**config.mk**
```make
export PLATFORM = sky130hd
export DESIGN_NAME = pti_mul
export DESIGN_NICKNAME = d
export VERILOG_FILES = /design/src/design/pti_pkg.sv /design/src/design/pti_mul.sv
export SDC_FILE = /design/constraint.sdc
export NUM_CORES = 2
export LEC_CHECK = 0
export BUFFER_PORTS_ARGS = -buffer_cell sky130_fd_sc_hd__buf_2
export CORE_MARGIN = 8
export CORE_UTILIZATION = 60
export DETAILED_ROUTE_END_ITERATION = 8
export GPL_TIMING_DRIVEN = 0
export PLACE_DENSITY = 0.77
export SYNTH_ARGS = -nofsm -noshare
export SYNTH_HDL_FRONTEND = slang
export SYNTH_SLANG_ARGS = --single-unit
```
**constraint.sdc**
```tcl
create_clock -name clk -period 16.2 [get_ports clk]
set_input_delay 0.81 -clock clk [delete_from_list [all_inputs] [get_ports clk]]
set_output_delay 0.81 -clock clk [all_outputs]
set_load 0.05 [all_outputs]
```
**src/design/pti_pkg.sv**
```systemverilog
// Package for the probe time interpolator: widths, item and control types,
// sequencer states and the sample sign-extension helper.
// No dependencies; every other design file imports it.
`default_nettype none

package pti_pkg;

  localparam int NUM_CORNERS     = 8;
  localparam int SAMPLE_WIDTH    = 32;

  localparam int TIME_W          = 32;
  localparam int VAL_W           = 32;
  localparam int FRAC_W          = 16;
  localparam int WEIGHT_W        = 17;
  localparam int SAMPLE_FIELD_W  = 32;
  localparam int NUM_WEIGHT_REGS = 8;
  localparam int CFG_IDX_W       = 4;
  localparam int WREG_IDX_W      = $clog2(NUM_WEIGHT_REGS);

  localparam int SMP_EXT_W = (SAMPLE_WIDTH > SAMPLE_FIELD_W) ? SAMPLE_WIDTH : SAMPLE_FIELD_W;
  localparam int MUL_W     = ((SAMPLE_WIDTH > TIME_W) ? SAMPLE_WIDTH : TIME_W) + 1;
  localparam int PROD_W    = 2 * MUL_W;
  localparam int CNT_W     = $clog2(NUM_CORNERS + 1);
  localparam int IDX_W     = (NUM_CORNERS > 1) ? $clog2(NUM_CORNERS) : 1;
  localparam int ACC_W     = SAMPLE_WIDTH + WEIGHT_W + 1 + CNT_W;
  localparam int NUM_W     = 2 * TIME_W;
  localparam int DIV_ITER  = NUM_W / 2;
  localparam int DIV_CNT_W = $clog2(DIV_ITER + 1);

  typedef logic [TIME_W-1:0]          time_t;
  typedef logic signed [VAL_W-1:0]    value_t;
  typedef logic [WEIGHT_W-1:0]        weight_t;
  typedef logic [CFG_IDX_W-1:0]       cfg_idx_t;
  typedef logic [SAMPLE_FIELD_W-1:0]  sample_field_t;

  typedef struct packed {
    logic          func;
    time_t         field_time;
    time_t         query_time;
    sample_field_t sample0;
    sample_field_t sample1;
    sample_field_t sample2;
    sample_field_t sample3;
    sample_field_t sample4;
    sample_field_t sample5;
    sample_field_t sample6;
    sample_field_t sample7;
  } in_item_t;

  typedef struct packed {
    value_t probe_value;
    logic   saturated;
  } out_item_t;

  typedef struct packed {
    logic signed [MUL_W-1:0] a;
    logic signed [MUL_W-1:0] b;
  } mul_op_t;

  typedef logic signed [PROD_W-1:0] prod_t;

  typedef struct packed {
    logic             start;
    logic [NUM_W-1:0] num;
    time_t            den;
  } div_req_t;

  typedef struct packed {
    logic             done;
    logic [NUM_W-1:0] quot;
  } div_rsp_t;

  typedef struct packed {
    value_t value;
    logic   clip;
  } sat_t;

  typedef enum logic [3:0] {
    ST_IDLE,
    ST_MAC,
    ST_ROUND,
    ST_CHECK,
    ST_MUL,
    ST_DIV_LOAD,
    ST_DIV_WAIT,
    ST_FINAL,
    ST_EMIT
  } state_t;

  function automatic logic signed [SAMPLE_WIDTH-1:0] sext_sample(input sample_field_t raw);
    logic [SMP_EXT_W-1:0] wide;
    wide = SMP_EXT_W'(raw);
    return signed'(wide[SAMPLE_WIDTH-1:0]);
  endfunction

endpackage

`default_nettype wire

```
**src/design/pti_mul.sv**
```systemverilog
// Shared signed multiplier with a registered product, used for the corner
// products and for the interpolation numerator. Depends on pti_pkg.
`default_nettype none

module pti_mul (
  input  logic             clk,
  input  pti_pkg::mul_op_t op,
  output pti_pkg::prod_t   prod
);
  import pti_pkg::*;

  prod_t prod_r;
  prod_t prod_nxt;

  always_comb begin
    prod_nxt = op.a * op.b;
  end

  always_ff @(posedge clk) begin
    prod_r <= prod_nxt;
  end

  assign prod = prod_r;

endmodule

`default_nettype wire

```
==> out/qor.yml <==
hold_buffers: 0
worst_path_most_repeated_cell: "fa_1"
whs_ns: 0.896
cts_setup_buffers: 0
ctsResizeCount: 0
met1_length_mm: 48.8
yosys.area.top_type_share: 0.568
clk_pin_slew_worst_paths_ns: 0.07
first_pass_iters: 5
grt-ovfl-total: 0
dr.first_iter.drc_count: 2867
yosys.cell_types.count: 61
place_congestion: 1.06
final_util: 0.635
tns_ns: 0
syn_area_um2: 40400
die_h_um: 275
antenna_found_initial: 15
synth_top_area_cell: "fa_1"
ys_top_cells_by_count: "fa_1, inv_1, and2_1"
root_buffer: "clkbuf_16"
via_per_inst: 5.75
cts_made_buffers: 9
wl_met2_mm: 60.6
syn_area_per_cell_um2: 9.38
grt_pass1_vias: 32500
setup_viol: 0
yosysWarnings: 0
clockBufferDepth: 2
cp_top_family: "adder cells"
grt_pass1_wl_mm: 210
drive_gt1_frac: 0.0387
nFillCells: 5767
hold_start: "op[33]"
hold_end: "prod[0]"
largest_reg_flops: 66
crit_fanout: 17
start_kind: "input pin"
grt_max_degree: 27
synth_area_leaders: "fa_1, inv_1, and2_1"
dieArea_um2: 75800
end_kind: "flop"
cts_tree: "done"
synth.ff_latch_count: 66
status: "finished clean"
wl_per_cell_um: 26.0
worstPathRequired_ns: 16.49
hold_depth: 2
routed_wl_mm: 139
wl_met3_mm: 17.5
num_io_pins: 133
arrival_ns: 9.85
synth_ff_type: "dfxtp_1"
area_growth_pct: 5.22
slew_headroom: 0.208
slowest_stage: "fa_1"
drc: 0
synth_edf_count: 0
fmax_mhz: 105
cap_violations: 0
die_x_um: 275
tightest_slew_ns: 1.18
ys_seq_area_frac: 0.0327
initial_core_util: 0.603
synth_most_common_cell: "fa_1"
coreArea_um2: 66900
ant_nets: 0
syn_nets: 5731
rsz0062_at_grt: "no"
htreeDepth: 3
final_hold_viol_count: 0
critPathKind: "in2reg"
worstHoldPathType: "in2reg"
nets: 5874
top_layer_used: "met5"
fin_crit_sh: 0.590
rows: 95
numClockSinks: 66
portBuffers: 132
grtUsageTotal: 0.385
hpwl_mm: 122
crit_buf_inv: 6
async_reset_ff_frac: 0
num_vias: 30700
crit_path_max_incr_delay_ns: 1.27
netlist_instances: 4302
slew_viol_final: 0
fin_crit_ns: 9.56
worstPathCellList: "buf_2 > clkbuf_1 > nand2_1 > inv_1 > fa_1 > fa_1 > fa_1 > fa_1 > fa_1 > fa_1 > fa_1 > inv_1 > fa_1 > inv_1 > ha_1 > clkbuf_1 > a21o_1 > a211oi_1 > a31oi_1 > a211oi_2 > o211ai_1 > a21oi_1 > xnor2_1"
[per-layer routing]
layer	track usage	vias up
met3	0.122	525
met2	0.575	1776
met5	0.0112	-
met4	0.246	12
li1	-	12500
met1	0.483	15900
[area by class of cell]
class                           instances  area [µm²]  area share
Clock inverter                          6        88.8     0.00209
Tap cell                              873        1090      0.0257
Clock buffer                           10         239     0.00563
Sequential cell                        66        1320      0.0311
Timing Repair Buffer                  132         661      0.0156
Buffer                                221         837      0.0197
Multi-Input combinational cell       2882       34000       0.799
Antenna cell                           11        27.5    0.000648
Inverter                             1133        4250       0.100
[per-stage QoR]
stage	area [µm²]	instances	setup WS, ns
final	42500	5334	6.64
after global routing	42500	5326	6.22
after CTS	42400	5323	6.57
after detailed placement	42100	5307	6.19
after global placement	42100	5307	6.28
after floorplan	40400	4302	8.17
[cells by family (layout without fill, tap and decap cells)]
group,Yosys count,in the layout,share of synthesized area
other,0,11,0
DFF,66,66,0.0327
buffers and inverters,1354,1502,0.126
AOI/OAI and AO/OA,217,217,0.0360
xor gates and xnor gates,75,75,0.0163
and+or+nand+nor,1228,1228,0.154
adders and majority gates,1362,1362,0.635
[worst max path at each step]
stage	from	to	slack, ns	depth (start not counted)
after detailed placement	op[65]	prod[57]	6.19	23
final	op[65]	prod[57]	6.64	23
after CTS	op[65]	prod[57]	6.57	23
after floorplan	op[65]	prod[65]	8.17	22
after global placement	op[65]	prod[57]	6.28	23
after global routing	op[65]	prod[57]	6.22	23
[layout by cell type (no fill, tap or decap), drive strengths merged, types with 47 or more instances in the layout]
master	synthesis	final
and2	563	563
a21oi	73	73
xnor2	55	55
inv	1133	1134
nand2	543	543
dfxtp	66	66
buf	1	133
clkbuf	220	230
nor2	47	47
ha	217	217
fa	1145	1145
Power is left out: the tool's default activity adds up to more than one toggle a clock period on the data nets, which glitch-free logic cannot reach.
