[src/design/pti_pkg.sv]
// Package for the probe time interpolator: widths, item and control types,
// sequencer states and the sample sign-extension helper.
// No dependencies; every other design file imports it.
`default_nettype none

package pti_pkg;

  localparam int NUM_CORNERS     = 8;
  localparam int SAMPLE_WIDTH    = 32;

  localparam int TIME_W          = 32;
  localparam int VAL_W           = 32;
  localparam int FRAC_W          = 16;
  localparam int WEIGHT_W        = 17;
  localparam int SAMPLE_FIELD_W  = 32;
  localparam int NUM_WEIGHT_REGS = 8;
  localparam int CFG_IDX_W       = 4;
  localparam int WREG_IDX_W      = $clog2(NUM_WEIGHT_REGS);

  localparam int SMP_EXT_W = (SAMPLE_WIDTH > SAMPLE_FIELD_W) ? SAMPLE_WIDTH : SAMPLE_FIELD_W;
  localparam int MUL_W     = ((SAMPLE_WIDTH > TIME_W) ? SAMPLE_WIDTH : TIME_W) + 1;
  localparam int PROD_W    = 2 * MUL_W;
  localparam int CNT_W     = $clog2(NUM_CORNERS + 1);
  localparam int IDX_W     = (NUM_CORNERS > 1) ? $clog2(NUM_CORNERS) : 1;
  localparam int ACC_W     = SAMPLE_WIDTH + WEIGHT_W + 1 + CNT_W;
  localparam int NUM_W     = 2 * TIME_W;
  localparam int DIV_ITER  = NUM_W / 2;
  localparam int DIV_CNT_W = $clog2(DIV_ITER + 1);

  typedef logic [TIME_W-1:0]          time_t;
  typedef logic signed [VAL_W-1:0]    value_t;
  typedef logic [WEIGHT_W-1:0]        weight_t;
  typedef logic [CFG_IDX_W-1:0]       cfg_idx_t;
  typedef logic [SAMPLE_FIELD_W-1:0]  sample_field_t;

  typedef struct packed {
    logic          func;
    time_t         field_time;
    time_t         query_time;
    sample_field_t sample0;
    sample_field_t sample1;
    sample_field_t sample2;
    sample_field_t sample3;
    sample_field_t sample4;
    sample_field_t sample5;
    sample_field_t sample6;
    sample_field_t sample7;
  } in_item_t;

  typedef struct packed {
    value_t probe_value;
    logic   saturated;
  } out_item_t;

  typedef struct packed {
    logic signed [MUL_W-1:0] a;
    logic signed [MUL_W-1:0] b;
  } mul_op_t;

  typedef logic signed [PROD_W-1:0] prod_t;

  typedef struct packed {
    logic             start;
    logic [NUM_W-1:0] num;
    time_t            den;
  } div_req_t;

  typedef struct packed {
    logic             done;
    logic [NUM_W-1:0] quot;
  } div_rsp_t;

  typedef struct packed {
    value_t value;
    logic   clip;
  } sat_t;

  typedef enum logic [3:0] {
    ST_IDLE,
    ST_MAC,
    ST_ROUND,
    ST_CHECK,
    ST_MUL,
    ST_DIV_LOAD,
    ST_DIV_WAIT,
    ST_FINAL,
    ST_EMIT
  } state_t;

  function automatic logic signed [SAMPLE_WIDTH-1:0] sext_sample(input sample_field_t raw);
    logic [SMP_EXT_W-1:0] wide;
    wide = SMP_EXT_W'(raw);
    return signed'(wide[SAMPLE_WIDTH-1:0]);
  endfunction

endpackage

`default_nettype wire

[src/design/pti_div.sv]
// Radix-4 restoring divider, two quotient bits per cycle, for the
// interpolation quotient. Depends on pti_pkg.
`default_nettype none

module pti_div (
  input  logic              clk,
  input  logic              rst_n,
  input  pti_pkg::div_req_t req,
  output pti_pkg::div_rsp_t rsp
);
  import pti_pkg::*;

  logic [NUM_W-1:0]     num_r, num_nxt;
  time_t                rem_r, rem_nxt;
  time_t                den_r, den_nxt;
  logic [DIV_CNT_W-1:0] cnt_r, cnt_nxt;
  logic                 busy_r, busy_nxt;
  logic                 done_r, done_nxt;

  logic [TIME_W:0]  sh1, sh2;
  logic             ge1, ge2;
  time_t            rem1, rem2;
  logic [NUM_W-1:0] num1, num2;

  always_comb begin
    sh1  = {rem_r, num_r[NUM_W-1]};
    ge1  = sh1 >= {1'b0, den_r};
    rem1 = ge1 ? TIME_W'(sh1 - {1'b0, den_r}) : sh1[TIME_W-1:0];
    num1 = {num_r[NUM_W-2:0], ge1};
    sh2  = {rem1, num1[NUM_W-1]};
    ge2  = sh2 >= {1'b0, den_r};
    rem2 = ge2 ? TIME_W'(sh2 - {1'b0, den_r}) : sh2[TIME_W-1:0];
    num2 = {num1[NUM_W-2:0], ge2};
  end

  always_comb begin
    num_nxt  = num_r;
    rem_nxt  = rem_r;
    den_nxt  = den_r;
    cnt_nxt  = cnt_r;
    busy_nxt = busy_r;
    done_nxt = 1'b0;
    if (req.start) begin
      num_nxt  = req.num;
      den_nxt  = req.den;
      rem_nxt  = '0;
      cnt_nxt  = DIV_CNT_W'(DIV_ITER);
      busy_nxt = 1'b1;
    end else if (busy_r) begin
      num_nxt = num2;
      rem_nxt = rem2;
      cnt_nxt = cnt_r - 1'b1;
      if (cnt_r == DIV_CNT_W'(1)) begin
        busy_nxt = 1'b0;
        done_nxt = 1'b1;
      end
    end
  end

  always_ff @(posedge clk) begin
    if (!rst_n) begin
      busy_r <= 1'b0;
      done_r <= 1'b0;
    end else begin
      busy_r <= busy_nxt;
      done_r <= done_nxt;
    end
    num_r <= num_nxt;
    rem_r <= rem_nxt;
    den_r <= den_nxt;
    cnt_r <= cnt_nxt;
  end

  assign rsp.done = done_r;
  assign rsp.quot = num_r;

endmodule

`default_nettype wire

[config.mk]
export PLATFORM = sky130hd
export DESIGN_NAME = pti_div
export DESIGN_NICKNAME = d
export VERILOG_FILES = /design/src/design/pti_pkg.sv /design/src/design/pti_div.sv
export SDC_FILE = /design/constraint.sdc
export NUM_CORES = 1
export LEC_CHECK = 0
export ABC_AREA = 0
export BUFFER_PORTS_ARGS = -buffer_cell sky130_fd_sc_hd__buf_2
export CAP_MARGIN = 20
export CORE_MARGIN = 3
export CORE_UTILIZATION = 35
export CTS_BUF_LIST = sky130_fd_sc_hd__clkbuf_4 sky130_fd_sc_hd__clkbuf_8 sky130_fd_sc_hd__clkbuf_16
export CTS_CLUSTER_SIZE = 25
export DETAILED_ROUTE_END_ITERATION = 8
export GPL_TIMING_DRIVEN = 1
export SLEW_MARGIN = 20
export SYNTH_ARGS = -nofsm -noshare
export SYNTH_HDL_FRONTEND = slang
export SYNTH_SLANG_ARGS = --single-unit
[constraint.sdc]
create_clock -name clk -period 10.6 [get_ports clk]
set_input_delay 0.53 -clock clk [delete_from_list [all_inputs] [get_ports clk]]
set_output_delay 0.53 -clock clk [all_outputs]
set_load 0.02 [all_outputs]
==> results.txt <==
outcome: finished clean
Buf/Inv on CP: 2
Placer Congestion: 0.897
worst hold endpoint: den_r[25]$_DFFE_PP_
Min Hold Slack: 0.265 ns
Largest delay share family, worst path: simple AND/OR/NAND/NOR gates
initial antenna violation count: 3
final WL: 29.3 mm
layout cell share with drive strength beyond 1: 0.281
Sink Count: 136
crit end category: register
post-place setup slack: 3.91 ns
first-pass GRT wire length: 46.8 mm
Pwr Total: 3.21 mW
Syn. warnings: 0
worst hold path startpoint: req[25]
CTS resizes: 0
Worst EP arrival: 7.11 ns
crit-path cells: inv_1, ha_1, nand4_1, nor3_1, a311oi_1, o211ai_1, a31oi_1, buf_4, nand2_2, mux2_2, ha_1, a21oi_1, o21ai_0, or3_1, o21ai_1, a211oi_2, o31ai_1, nand2_1, or3_1, a32o_1
Pins Over Slew Limit: 0
worst reg2reg path depth: 20
Sw Ratio: 0.464
# rows: 60
CTS root buf: clkbuf_16
Post-CTS Setup Inserts: 0
largest net degree at the start of global routing: 74
die area: 0.0299 mm²
Via Count: 8472
DR iter-0 viols: 673
post-synth top area share: 0.296
switching pwr: 1.49 mW
Reg power frac: 0.221
Worst R2R End: rem_r[27]$_SDFFE_PP0P_
final worst setup slack: 3.82 ns
endpoints failing setup: 0
Detail Placement HPWL: 21.5 mm
core area: 0.0272 mm²
Post-DRT Antenna Nets: 0
Max Cap Violations: 0
fin nets: 1294
Final TNS setup: 0 ns
GRT Util Overall: 0.193
Die Y: 173 µm
worst skew pair latency: 0.44 ns
minimum clock period: 6.78 ns
largest fanout on the critical path: 30
post-synth top area cell: edfxtp_1
RR Startpoint: den_r[25]$_DFFE_PP_
Rel. slew slack: 0.265
clock network power share: 0.192
gr ovfl total: 0
clk_skew: 0.0152 ns
top-count cell post-synth: edfxtp_1
I/O pin cnt: 164
most frequent cells after synthesis: edfxtp_1, mux2_2, ha_1, nor2_1, a21oi_1
FF+latch area: 0.00368 mm²
Hold Path Cell Cnt: 1
Post-synth EDFFs: 96
Initial Utilization: 0.358
Synth Register Bits: 136
post-route cell area: 0.0115 mm²
maximum VDD drop: 0.107 mV
Netlist cell types: 86
Leak: 4.81 nW
FF-to-FF setup slack: 3.82 ns
multi-input logic area: 0.00562 mm²
post-synthesis instance total: 985
CTS clk-pin slew, worst paths: 0.07 ns
drt pass-1 iters: 5
Non-Filler Instances: 1513
Synth Cell Area: 0.00974 mm²
register area share after synthesis: 0.378
Area growth syn-to-layout: 17.6%
hold buffers post-CTS: 0
Async SR Flop Fraction: 0
Int Pwr: 1.72 mW
Max Root-Sink Buffers: 2
Req. time, crit path: 10.93 ns
CP max-delay cell: nand2_1
# DRC: 0
critical path type: register to register
Avg Cell Area, Syn: 9.89 µm²
Synth area leaders: edfxtp_1, mux2_2, ha_1
RSZ-0062 raised after global routing: false
Layout fillers: 2733
final period utilization: 0.640
endpoints failing hold: 0
wire per inst: 19.4 µm
Fmax: 147 MHz
vias in the first global route: 8328
worst slew pin tran: 1.10 ns
Via-to-Cell Ratio: 5.60
Pwr Density: 280 mW/mm²
Startpoint Class: register
H-tree Lvls: 4
Top FF cell, synth: edfxtp_1
syn nets: 1152
total CTS buffers: 17
hold crit path type: input pin to register
crit-path max cell delay: 0.69 ns
PortBufs: 163
Chip Width: 173 µm
placed cell count: 1480
Layout Utilization: 0.422
Comb pwr share: 0.587
Post-DP Area: 0.0109 mm²
TritonCTS clock tree: yes
[cells by family after synthesis]
family,share of synthesized area
compound gates,0.216
xor+xnor,0.0369
fa+ha+maj,0.0889
buf+inv,0.0456
flops,0.378
mux,0.0968
simple gates,0.138
[power groups by stage]
stage	Combinational [mW]	Clock [mW]	Sequential, mW
after floorplan	1.40	0	0.738
after global placement	1.84	0	0.719
after detailed placement	1.84	0	0.719
after CTS	1.86	0.630	0.709
after global routing	2.08	0.655	0.718
final	1.88	0.618	0.709
[per-layer routing]
metal	track usage	wire, µm
met5	0	21
met4	0.0449	427
met3	0.0531	2390
met2	0.308	13400
met1	0.263	13100
[worst register-to-register path, delay by kind of cell (launching register included)]
| family | cells | cell delay (ns) |
|---|---|---|
| buffers and inverters | 2 | 0.37 |
| adder cells (fa/ha/maj) | 2 | 0.72 |
| multiplexers | 1 | 0.48 |
| flip-flops | 1 | 0.36 |
| AO/OA/AOI/OAI | 9 | 2.28 |
| AND/OR/NAND/NOR | 6 | 2.48 |
[flip-flops by register name, summed over array words and instances, names as in the netlist]
| signal | count |
|---|---|
| busy_r | 1 |
| cnt_r | 6 |
| den_r | 32 |
| done_r | 1 |
| num_r | 64 |
| rem_r | 32 |
[layout make-up]
type	instances	area share
diodes	1	0.000218
clock buffers	17	0.0371
clock inverters	15	0.0151
inverters	57	0.0187
multi-input cells	745	0.490
flip-flops and latches	136	0.322
well taps	372	0.0406
repair buffers	170	0.0764
[how the worst max path moves through the flow]
stage / end / cells after the start / slack, ns / start
CTS: rem_r[27]$_SDFFE_PP0P_ / 20 / 3.88 / den_r[25]$_DFFE_PP_
global placement: rem_r[27]$_SDFFE_PP0P_ / 20 / 4.01 / den_r[25]$_DFFE_PP_
global route: rem_r[27]$_SDFFE_PP0P_ / 20 / 3.43 / den_r[25]$_DFFE_PP_
detailed placement: rem_r[27]$_SDFFE_PP0P_ / 20 / 3.91 / den_r[25]$_DFFE_PP_
finish: rem_r[27]$_SDFFE_PP0P_ / 20 / 3.82 / den_r[25]$_DFFE_PP_
floorplan: num_r[0]$_DFFE_PP_ / 22 / 5.67 / num_r[63]$_DFFE_PP_
[layout by cell type (no fill, tap or decap), types with 4 or more instances in the layout]
master / netlist / routed
buf_2: 12 / 162
edfxtp_1: 96 / 96
mux2_2: 82 / 82
ha_1: 66 / 66
nor2_1: 64 / 64
a21oi_1: 58 / 58
inv_1: 57 / 56
o21ai_0: 56 / 56
nand3_1: 52 / 52
nand2_1: 46 / 46
dfxtp_1: 40 / 39
a311oi_1: 31 / 31
xnor2_1: 27 / 27
a21o_1: 19 / 19
clkbuf_16: 0 / 17
and3_1: 17 / 16
nor3_1: 14 / 14
xor2_1: 14 / 14
o211ai_1: 13 / 13
or3_1: 13 / 13
o21a_1: 12 / 12
nand2b_1: 12 / 12
o21bai_1: 10 / 10
a31oi_1: 9 / 9
nand4_1: 9 / 9
nor2b_1: 9 / 9
a21boi_0: 7 / 7
a211o_1: 7 / 7
buf_4: 4 / 7
and2_1: 6 / 6
o31ai_1: 6 / 6
o31ai_4: 5 / 5
o2111ai_1: 5 / 5
inv_8: 0 / 5
a2111oi_0: 4 / 4
inv_6: 0 / 4
clkinv_8: 0 / 4
Power figures use the tool's default switching activity.
